**src/hdl/ctfrag_pkg.sv**
```systemverilog
package ctfrag_pkg;

  localparam int PacketBytes    = 64;
  localparam int MaxPayload     = 7609;
  localparam int MaxContPackets = 128;
  localparam int InitHdr        = 7;
  localparam int ContHdr        = 5;
  localparam int InitRoom       = PacketBytes - InitHdr;
  localparam int ContRoom       = PacketBytes - ContHdr;
  localparam int Capacity       = InitRoom + MaxContPackets * ContRoom;
  localparam int UsableMax      = (MaxPayload < Capacity) ? MaxPayload : Capacity;

  localparam int LenW = 13;
  localparam int PosW = 6;
  localparam int SeqW = 7;
  localparam int IdxW = 3;

  localparam logic [LenW-1:0] LenMax  = LenW'(UsableMax);
  localparam logic [PosW-1:0] PosLast = PosW'(PacketBytes - 1);
  localparam logic [PosW-1:0] PosInit = PosW'(InitHdr);
  localparam logic [PosW-1:0] PosCont = PosW'(ContHdr);

  localparam int QueueDepth = 4;
  localparam int QueuePtrW  = $clog2(QueueDepth);
  localparam int QueueCntW  = $clog2(QueueDepth + 1);

  typedef enum logic [1:0] {
    JOB_ERR,
    JOB_INIT,
    JOB_CONT,
    JOB_DATA
  } job_kind_t;

  typedef struct packed {
    job_kind_t       kind;
    logic [31:0]     id;
    logic [7:0]      cmd;
    logic [LenW-1:0] len;
    logic [SeqW-1:0] seq;
    logic [7:0]      data;
    logic            last;
  } job_t;

  typedef struct packed {
    logic valid;
    job_t job;
  } queue_head_t;

  function automatic logic [IdxW-1:0] job_last_idx(input job_kind_t kind);
    logic [IdxW-1:0] r;
    unique case (kind)
      JOB_ERR:  r = IdxW'(0);
      JOB_INIT: r = IdxW'(InitHdr);
      JOB_CONT: r = IdxW'(ContHdr);
      JOB_DATA: r = IdxW'(0);
      default:  r = IdxW'(0);
    endcase
    return r;
  endfunction

endpackage

```
**src/hdl/ctfrag_front.sv**
```systemverilog
module ctfrag_front
  import ctfrag_pkg::*;
(
  input  logic            clk,
  input  logic            rst,
  input  logic            accept,
  input  logic [7:0]      payload_byte,
  input  logic            first_byte,
  input  logic [31:0]     channel_id,
  input  logic [7:0]      command,
  input  logic [LenW-1:0] payload_length,
  output logic            job_push,
  output job_t            job
);

  logic [LenW-1:0] bytes_left, bytes_left_next;
  logic [PosW-1:0] packet_position, packet_position_next;
  logic [SeqW-1:0] sequence_number, sequence_number_next;
  logic [31:0]     held_channel_id, held_channel_id_next;
  logic            message_active, message_active_next;

  logic [LenW-1:0] left_dec;
  logic            bad_len;

  always_comb begin
    bytes_left_next      = bytes_left;
    packet_position_next = packet_position;
    sequence_number_next = sequence_number;
    held_channel_id_next = held_channel_id;
    message_active_next  = message_active;
    job_push             = 1'b0;
    job                  = '0;
    job.kind             = JOB_DATA;
    job.data             = payload_byte;
    job.id               = held_channel_id;
    job.seq              = sequence_number;
    left_dec             = bytes_left - LenW'(1);
    bad_len              = (payload_length == '0) || (payload_length > LenMax);
    if (accept) begin
      if (first_byte) begin
        job_push = 1'b1;
        if (bad_len) begin
          job.kind             = JOB_ERR;
          message_active_next  = 1'b0;
          bytes_left_next      = '0;
          packet_position_next = '0;
          sequence_number_next = '0;
        end else begin
          left_dec             = payload_length - LenW'(1);
          job.kind             = JOB_INIT;
          job.id               = channel_id;
          job.cmd              = command;
          job.len              = payload_length;
          job.last             = (left_dec == '0);
          held_channel_id_next = channel_id;
          bytes_left_next      = left_dec;
          packet_position_next = PosInit;
          sequence_number_next = '0;
          message_active_next  = (left_dec != '0);
        end
      end else if (message_active) begin
        job_push        = 1'b1;
        job.last        = (left_dec == '0);
        bytes_left_next = left_dec;
        if (packet_position >= PosLast) begin
          job.kind             = JOB_CONT;
          sequence_number_next = sequence_number + SeqW'(1);
          packet_position_next = PosCont;
        end else begin
          packet_position_next = packet_position + PosW'(1);
        end
        message_active_next = (left_dec != '0);
      end
    end
  end

  always_ff @(posedge clk) begin
    if (rst) begin
      bytes_left      <= '0;
      packet_position <= '0;
      sequence_number <= '0;
      held_channel_id <= '0;
      message_active  <= 1'b0;
    end else begin
      bytes_left      <= bytes_left_next;
      packet_position <= packet_position_next;
      sequence_number <= sequence_number_next;
      held_channel_id <= held_channel_id_next;
      message_active  <= message_active_next;
    end
  end

endmodule

```
**src/hdl/ctfrag_queue.sv**
```systemverilog
module ctfrag_queue
  import ctfrag_pkg::*;
(
  input  logic        clk,
  input  logic        rst,
  input  logic        wr_en,
  input  job_t        wr_job,
  output logic        full,
  input  logic        rd_en,
  output queue_head_t head
);

  job_t                 slots [QueueDepth];
  logic [QueuePtrW-1:0] wr_ptr, rd_ptr;
  logic [QueueCntW-1:0] count;

  assign full = (count == QueueCntW'(QueueDepth));
  assign head = {(count != '0), slots[rd_ptr]};

  always_ff @(posedge clk) begin
    if (wr_en) begin
      slots[wr_ptr] <= wr_job;
    end
  end

  always_ff @(posedge clk) begin
    if (rst) begin
      wr_ptr <= '0;
      rd_ptr <= '0;
      count  <= '0;
    end else begin
      if (wr_en) begin
        wr_ptr <= wr_ptr + QueuePtrW'(1);
      end
      if (rd_en) begin
        rd_ptr <= rd_ptr + QueuePtrW'(1);
      end
      priority if (wr_en && !rd_en) begin
        count <= count + QueueCntW'(1);
      end else if (rd_en && !wr_en) begin
        count <= count - QueueCntW'(1);
      end else begin
        count <= count;
      end
    end
  end

endmodule

```
**src/hdl/ctfrag_back.sv**
```systemverilog
module ctfrag_back
  import ctfrag_pkg::*;
(
  input  logic        clk,
  input  logic        rst,
  input  queue_head_t head,
  output logic        job_pop,
  output logic        out_valid,
  input  logic        out_taken,
  output logic [7:0]  out_byte,
  output logic        packet_start,
  output logic        message_end,
  output logic        length_error
);

  logic [IdxW-1:0] idx;
  logic [IdxW-1:0] last_idx;
  logic            load;
  logic            done;
  logic [7:0]      id_byte;
  logic [31:0]     id_shift;
  logic [7:0]      byte_c;
  logic            start_c;
  logic            end_c;
  logic            err_c;

  assign last_idx = job_last_idx(head.job.kind);
  assign load     = head.valid && (!out_valid || out_taken);
  assign done     = (idx == last_idx);
  assign job_pop  = load && done;
  assign id_shift = head.job.id >> {~idx[1:0], 3'b000};
  assign id_byte  = id_shift[7:0];

  always_comb begin
    byte_c  = head.job.data;
    start_c = 1'b0;
    end_c   = 1'b0;
    err_c   = 1'b0;
    unique case (head.job.kind)
      JOB_ERR: begin
        byte_c = '0;
        err_c  = 1'b1;
      end
      JOB_INIT: begin
        start_c = (idx == '0);
        end_c   = done && head.job.last;
        priority if (!idx[2]) begin
          byte_c = id_byte;
        end else if (idx == IdxW'(4)) begin
          byte_c = head.job.cmd;
        end else if (idx == IdxW'(5)) begin
          byte_c = 8'(head.job.len >> 8);
        end else if (idx == IdxW'(6)) begin
          byte_c = head.job.len[7:0];
        end else begin
          byte_c = head.job.data;
        end
      end
      JOB_CONT: begin
        start_c = (idx == '0);
        end_c   = done && head.job.last;
        priority if (!idx[2]) begin
          byte_c = id_byte;
        end else if (idx == IdxW'(4)) begin
          byte_c = {1'b0, head.job.seq};
        end else begin
          byte_c = head.job.data;
        end
      end
      JOB_DATA: begin
        end_c = head.job.last;
      end
      default: begin
        byte_c = head.job.data;
      end
    endcase
  end

  always_ff @(posedge clk) begin
    if (load) begin
      out_byte     <= byte_c;
      packet_start <= start_c;
      message_end  <= end_c;
      length_error <= err_c;
    end
  end

  always_ff @(posedge clk) begin
    if (rst) begin
      idx       <= '0;
      out_valid <= 1'b0;
    end else begin
      if (load) begin
        idx <= done ? '0 : idx + IdxW'(1);
      end
      priority if (load) begin
        out_valid <= 1'b1;
      end else if (out_taken) begin
        out_valid <= 1'b0;
      end else begin
        out_valid <= out_valid;
      end
    end
  end

endmodule

```
**src/hdl/ctaphid_response_fragmenter.sv**
```systemverilog
// channel  | handshake        | fields
// ---------+------------------+------------------------------------------------
// input    | push / full      | payload_byte first_byte channel_id command
//          |                  | payload_length
// result   | empty / pop      | out_byte packet_start message_end length_error
//
// one result byte leaves per cycle while pop is high; an input transaction
// fans out to 0, 1, 6 or 8 result bytes, so with pop high input runs at one
// per cycle between packet headers; front classifies jobs into a four-entry
// job queue; back serializes jobs byte by byte into a single output register
// full rises only when the job queue fills; a stalled pop holds the output
// register and backs up through the queue
// synchronous reset empties queue and output and ends any active message
module ctaphid_response_fragmenter
  import ctfrag_pkg::*;
(
  input  logic            clk,
  input  logic            rst,
  input  logic            push,
  output logic            full,
  input  logic [7:0]      payload_byte,
  input  logic            first_byte,
  input  logic [31:0]     channel_id,
  input  logic [7:0]      command,
  input  logic [LenW-1:0] payload_length,
  output logic            empty,
  input  logic            pop,
  output logic [7:0]      out_byte,
  output logic            packet_start,
  output logic            message_end,
  output logic            length_error
);

  logic        accept;
  logic        job_push;
  job_t        job;
  logic        job_pop;
  queue_head_t head;
  logic        out_valid;
  logic        out_taken;

  assign accept    = push && !full;
  assign empty     = !out_valid;
  assign out_taken = pop && out_valid;

  ctfrag_front u_front (
    .clk            (clk),
    .rst            (rst),
    .accept         (accept),
    .payload_byte   (payload_byte),
    .first_byte     (first_byte),
    .channel_id     (channel_id),
    .command        (command),
    .payload_length (payload_length),
    .job_push       (job_push),
    .job            (job)
  );

  ctfrag_queue u_queue (
    .clk    (clk),
    .rst    (rst),
    .wr_en  (job_push),
    .wr_job (job),
    .full   (full),
    .rd_en  (job_pop),
    .head   (head)
  );

  ctfrag_back u_back (
    .clk          (clk),
    .rst          (rst),
    .head         (head),
    .job_pop      (job_pop),
    .out_valid    (out_valid),
    .out_taken    (out_taken),
    .out_byte     (out_byte),
    .packet_start (packet_start),
    .message_end  (message_end),
    .length_error (length_error)
  );

  a_err_clean: assert property (@(posedge clk) disable iff (rst)
    (!empty && length_error) |-> (out_byte == 8'h00 && !packet_start && !message_end))
    else $error("error result carries packet data");

  a_start_not_end: assert property (@(posedge clk) disable iff (rst)
    !empty |-> !(packet_start && message_end))
    else $error("header byte marked as message end");

  a_reset_empty: assert property (@(posedge clk)
    $past(rst) |-> (empty && !full))
    else $error("not empty after reset");

  a_pop_no_push: assert property (@(posedge clk) disable iff (rst)
    (job_pop && !job_push) |=> !full)
    else $error("queue full after a job left it");

endmodule

```
**config.mk**
```make
export PLATFORM = sky130hd
export DESIGN_NAME = ctaphid_response_fragmenter
export DESIGN_NICKNAME = d
export VERILOG_FILES = /design/src/hdl/ctfrag_pkg.sv /design/src/hdl/ctfrag_front.sv /design/src/hdl/ctfrag_queue.sv /design/src/hdl/ctfrag_back.sv /design/src/hdl/ctaphid_response_fragmenter.sv
export SDC_FILE = /design/constraint.sdc
export NUM_CORES = 1
export LEC_CHECK = 0
export BUFFER_PORTS_ARGS = -buffer_cell sky130_fd_sc_hd__clkbuf_2
export CAP_MARGIN = 20
export CORE_MARGIN = 3
export CORE_UTILIZATION = 25
export DETAILED_ROUTE_END_ITERATION = 7
export PLACE_DENSITY_LB_ADDON = 0.1
export RECOVER_POWER = 25
export SLEW_MARGIN = 20
export SYNTH_ARGS = -nofsm -noshare
export SYNTH_HDL_FRONTEND = slang
export SYNTH_SLANG_ARGS = --single-unit
export TNS_END_PERCENT = 20
```
**constraint.sdc**
```tcl
create_clock -name clk -period 4.17 [get_ports clk]
set_input_delay 0.834 -clock clk [delete_from_list [all_inputs] [get_ports clk]]
set_output_delay 0.834 -clock clk [all_outputs]
set_load 0.02 [all_outputs]
```
# After elaboration in Yosys (flattened, before gate mapping)
# Memory sizes are Yosys's and may differ from the RTL's. A register that Yosys moved wholly into a read port is not among the register bits.
# Index checks and enable logic that the tools add are counted.
[word_totals] input_bits=66 reg_bits=81 ram_bits=284 memories=1 output_inout_bits=13
[op_classes] reduce_logical=30 add_sub_neg=9 order_cmp=2 muxes=46 shifts=1 bitwise=2 eq_ne=8
[mem_list] memory="u_queue.slots" depth=4 width=71 read_ports=1 rd_ports_with_merged_regs=1 write_ports=1 line="ctfrag_queue.sv:13" source="job_t slots [QueueDepth];"
[op_table] cell="$mux 53" count=2
[op_table] cell="$mux 55" count=1
[op_table] cell="$mux 8" count=6
[op_table] cell="$logic_not 13->1" count=3
[op_table] cell="$mux 13" count=3
[op_table] cell="$shr 32x5->8" count=1
[op_table] cell="$reduce_bool 13->1" count=2
[op_table] cell="$sub 13x1->13 const B" count=2
[op_table] cell="$pmux 8 s3" count=1
[op_table] cell="$mux 7" count=3
[op_table] cell="$mux 6" count=3
[op_table] cell="$mux 1" count=17
[op_table] cell="$gt 13x13->1 const B" count=1
[op_table] cell="$eq 3x3->1 const B" count=4
[op_table] cell="$mux 3" count=4
[op_table] cell="$pmux 3 s3" count=1
[op_table] cell="$mux 2" count=4
[op_table] cell="$reduce_bool 2->1" count=4
[op_table] cell="$add 7x1->7 const B" count=1
[op_table] cell="$logic_and 1x1->1" count=7
[op_table] cell="$add 3x1->3 const B" count=2
[op_table] cell="$add 6x1->6 const B" count=1
[op_table] cell="$ge 6x6->1 const B" count=1
[op_table] cell="$reduce_and 3->1" count=2
[op_table] cell="other kinds (15)" count=22

# Logic depth before layout (Yosys ltp)
[depth] depth_word=8 depth_mapped=16 mapped_depth_nobuf=12

# Cells and area by module
# A second synthesis with hierarchy kept.
[hier_totals] hier_cells=989 area_unflattened_um2=15975.3
[by_module_without_submodules] mod="ctfrag_queue" instances=1 area_each_um2=10751.6 cells_per_inst=415 seq_area_each_um2=8708.4
[by_module_without_submodules] mod="ctfrag_front" instances=1 area_each_um2=3654.8 cells_per_inst=400 seq_area_each_um2=1181.1
[by_module_without_submodules] mod="ctfrag_back" instances=1 area_each_um2=1550.2 cells_per_inst=171 seq_area_each_um2=410.4
[by_module_without_submodules] mod="ctaphid_response_fragmenter" instances=1 area_each_um2=18.8 cells_per_inst=3 seq_area_each_um2=0.0

# Worst setup path before layout
# No wires, ideal clock.
[synth_timing] path_kind="register to register" start="register (tool-made name)" end="register u_queue.count[2]" arrival_time_ns=3.870 path_buffers=4 synth_period_minus_slack_ns=3.941 setup_slack_ns=0.229 path_stages_with_launch=17 setup_ns=0.070 required_time_ns=4.100 path_cell_list="dfxtp_1 > buf_4 > buf_4 > buf_2 > buf_4 > mux4_2 > inv_1 > ha_1 > or3_1 > a21oi_1 > nand2_1 > ha_1 > inv_1 > fa_1 > xor2_1 > or3_1 > a21oi_1"
[synth_lines] element="end signal: assignment" line="ctfrag_queue.sv:39" source="count <= count + QueueCntW'(1);"
[synth_lines] element="end signal: assignment" line="ctfrag_queue.sv:41" source="count <= count - QueueCntW'(1);"
[synth_lines] element="end signal: assignment" line="ctfrag_queue.sv:43" source="count <= count;"
[synth_lines] element="end: declaration" line="ctfrag_queue.sv:15" source="logic [QueueCntW-1:0] count;"

==> results.tsv <==
stage	metric	value	unit
outcome	status	finished, violations left	
outcome	violations	max-capacitance violations, max-slew violations	
timing	grt_setup_unrepaired	false	
yosys	synth.area.mux_share	13.72	%
yosys	synth_top_family_by_area	multiplexers	
timing	timing.hold.ws	0.4758	ns
cts	cts_tree	done	
yosys	synth_edf_count	295	
drt	vias	8849	
setup_path	ff2ff_setup_slack	0.64	ns
cts	cts_buffers	43	
yosys	syn_area	0.01550	sq mm
power_and_ir_drop	cellPowerDensity	591.6	mW/mm^2
timing	relSlewSlack	-3.187	%
cts	cts_hold_buf	0	
cts	post_cts_buffers	0	
worst_hold_path	hp-class	reg2reg	
cts	clkTransAtPathRegs	0.06	ns
cells_and_area	syn2layout_area_growth	17.58	%
timing	setup_violations	0	
cells_and_area	final_nets	1209	
floorplan	io_pins	79	
floorplan	die_w	255.0	um
setup_path	cp.arrival	4.01	ns
cts	clkLatencyLatePin	0.57	ns
global_route	grt-ovfl-total	0	
place	io_buffers	78	
yosys	synthAdderAreaFrac	1.824	%
setup_path	reg2reg_to	u_queue.count[2]$_SDFFE_PP0P_	
drt	drtIter0Drc	434	
worst_hold_path	min_to	u_back.out_valid$_SDFFE_PP0P_	
setup_path	start_kind	register	
floorplan	row_count	90	
cts	cts.sinks	367	
power_and_ir_drop	peakVddDrop	241.7	uV
setup_path	crit_path_end_kind	register	
yosys	ys_ff_latch	367	
yosys	syn-num-nets	1108	
global_route	grt_max_degree	77	
timing	min_period	3.525	ns
timing	setup_tns	0	ns
floorplan	die_h	255.0	um
cells_and_area	diodes	0	
timing	hold_viol	0	
cts	clockBufferDepth	3	
yosys	synth_cells	1020	
floorplan	design.die.area	0.06502	sq mm
power_and_ir_drop	p_leak	6.121	nW
cells_and_area	final_layout_size_suffix_gt1_share	20.28	%
timing	max_freq	283.6	MHz
yosys	avgSynthCellArea	15.19	sq um
timing	fin_skew	0.02628	ns
cts	root_buffer	clkbuf_16	
drt	drc	0	
place	dp_hpwl	26110	um
yosys	ys_seq_area_share	66.46	%
global_route	grt_pass1_vias	9175	
setup_path	critPathKind	reg2reg	
timing	period_share	84.54	%
place	place_congestion	0.7333	
floorplan	core_area	0.06081	sq mm
drt	viasPerCell	4.571	
worst_hold_path	hold-path-cell-count	2	
worst_hold_path	min_from	u_back.out_valid$_SDFFE_PP0P_	
drt	drt_first_pass_iters	5	
global_route	track_usage	12.70	%
drt	wl_per_cell	21.02	um
floorplan	start_util	25.49	%
cts	post_cts_resized	0	
global_route	grt_pass1_wl	60940	um
timing	final-max-slew-violation-count	51	
yosys	synth_compound_area_share	5.522	%
yosys	yosys.area_share.xor_xnor	1.808	%
yosys	synth_cell_types	59	
timing	worstMarginPinSlew	1.548	ns
setup_path	cp_data_required_time	4.66	ns
yosys	synth-async-reset-ratio	0	%
yosys	synth_flop_cell	edfxtp_1	
drt	wl	40690	um
global_route	antenna_found_initial	0	
yosys	synth-simple-area-share	8.469	%
setup_path	crit_fanout	6	
run	drv_cap	1	
drt	ant_nets	0	
cts	h-tree-depth	2	
setup_path	rr_worst_depth	12	
yosys	yosysWarnings	0	
## metal layers
layer	track usage, %	share of wire [%]	up-vias
li1	-	-	4131
met1	17.29	47	4532
met2	20.86	48	139
met3	2.327	3.6	47
met4	3.470	1.8	0
met5	0	0	-
## power breakdown
part	internal (mW)	leakage [nW]	switching [mW]
registers	4.41	3.34	0.168
logic	1.02	2.13	1.60
clock network	2.08	0.649	1.51
total	7.51	6.12	3.28
## critical path, cell delays in order, from the launching register on
cell and delay, ns:
dfxtp_1 0.47, mux4_2 0.58, inv_1 0.12, ha_1 0.29, or3_1 0.32, a21oi_1 0.43
nand2_1 0.21, ha_1 0.25, inv_1 0.08, fa_1 0.19, xor2_1 0.07, or3_1 0.31
a21oi_1 0.14
## synthesized netlist by cell type, types with 3 or more instances
| master | number | area, sq um |
|---|---|---|
| edfxtp_1 | 295 | 8859 |
| dfxtp_1 | 72 | 1441 |
| nor2_1 | 72 | 270.3 |
| mux2i_1 | 55 | 550.5 |
| mux4_2 | 53 | 1194 |
| nor2b_1 | 39 | 244.0 |
| nand2_1 | 38 | 142.6 |
| a21oi_1 | 29 | 145.1 |
| mux2_2 | 29 | 326.6 |
| inv_1 | 27 | 101.4 |
| clkbuf_1 | 24 | 90.09 |
| and2_1 | 23 | 143.9 |
| o21ai_0 | 23 | 115.1 |
| ha_1 | 21 | 262.8 |
| nor3_1 | 21 | 105.1 |
| xor2_1 | 20 | 175.2 |
| nand3_1 | 16 | 80.08 |
| a22oi_1 | 13 | 97.59 |
| xnor2_1 | 12 | 105.1 |
| buf_2 | 11 | 55.05 |
| a211oi_1 | 10 | 75.07 |
| a221oi_1 | 10 | 87.58 |
| o32a_1 | 9 | 90.09 |
| nor4_1 | 8 | 50.05 |
| o22ai_1 | 8 | 50.05 |
| buf_1 | 7 | 26.28 |
| buf_4 | 7 | 52.55 |
| nand2b_1 | 6 | 37.54 |
| or3_1 | 6 | 37.54 |
| mux2_1 | 5 | 56.30 |
| a2bb2oi_1 | 4 | 35.03 |
| and3_1 | 4 | 25.02 |
| or2_2 | 4 | 25.02 |
| a21o_1 | 3 | 22.52 |
| nand4_1 | 3 | 18.77 |
| nor4b_1 | 3 | 26.28 |
| o31ai_1 | 3 | 22.52 |
## cell usage in the layout, fill, tap and decap left out, types with 16 or more instances in the layout
cell	count
dfxtp_1	71
edfxtp_1	295
nor3_1	21
a21oi_1	29
buf_4	16
xor2_1	20
nor2_1	72
clkbuf_2	57
o21ai_0	23
clkbuf_16	44
ha_1	21
nor2b_1	39
mux2i_1	55
nand3_1	16
clkbuf_1	43
mux4_2	53
inv_1	27
mux2_2	29
nand2_1	38
## final cells by class
class / count / area [sq um]
clock buffers: 65 / 1220
flip-flops and latches: 367 / 10300
inverters: 28 / 105.1
clock inverters: 13 / 101.3
well taps: 782 / 978.4
multi-input cells: 575 / 4875
repair buffers: 106 / 643.1
fillers: 6098 / 42580
## stage by stage
step | worst slack (ns) | util, % | cell area [sq um] | std cells | power (mW)
5_1_grt | 0.3786 | 29.97 | 18220 | 1936 | 11.38
4_1_cts | 0.8043 | 30.07 | 18290 | 1936 | 11.03
3_5_place_dp | 0.8309 | 27.90 | 16960 | 1858 | 7.372
3_3_place_gp | 0.8986 | 27.90 | 16960 | 1858 | 7.373
2_1_floorplan | 0.2292 | - | 15500 | 1020 | 6.422
6_report | 0.6445 | 29.97 | 18220 | 1936 | 10.78
## registers in the layout, indices dropped and copies added (netlist names), 3 cells and up, named ones only
signal / flops
u_back.idx: 3
u_back.out_byte: 8
u_front.bytes_left: 13
u_front.held_channel_id: 32
u_front.packet_position: 6
u_front.sequence_number: 7
u_queue.count: 3
u_queue.slots: 284
## logic make-up (layout without fill, tap and decap cells)
| group | Yosys count | count (layout) |
|---|---|---|
| DFF | 367 | 367 |
| xor gates and xnor gates | 32 | 32 |
| AOI/OAI and AO/OA | 125 | 125 |
| and+or+nand+nor | 254 | 254 |
| buffers and inverters | 78 | 212 |
| adders and majority gates | 22 | 22 |
| muxes | 142 | 142 |
## worst max-delay path by stage
stage,from,to,depth (start not counted)
2_1_floorplan,register,u_queue.count[2]$_SDFFE_PP0P_,16
5_1_grt,payload_length[0],u_front.held_channel_id[14]$_SDFFE_PP0P_,10
6_report,register,u_queue.count[2]$_SDFFE_PP0P_,12
4_1_cts,register,u_queue.count[2]$_SDFFE_PP0P_,12
3_3_place_gp,register,u_queue.count[2]$_SDFFE_PP0P_,12
3_5_place_dp,register,u_queue.count[2]$_SDFFE_PP0P_,12
Power figures use the tool's default switching activity.
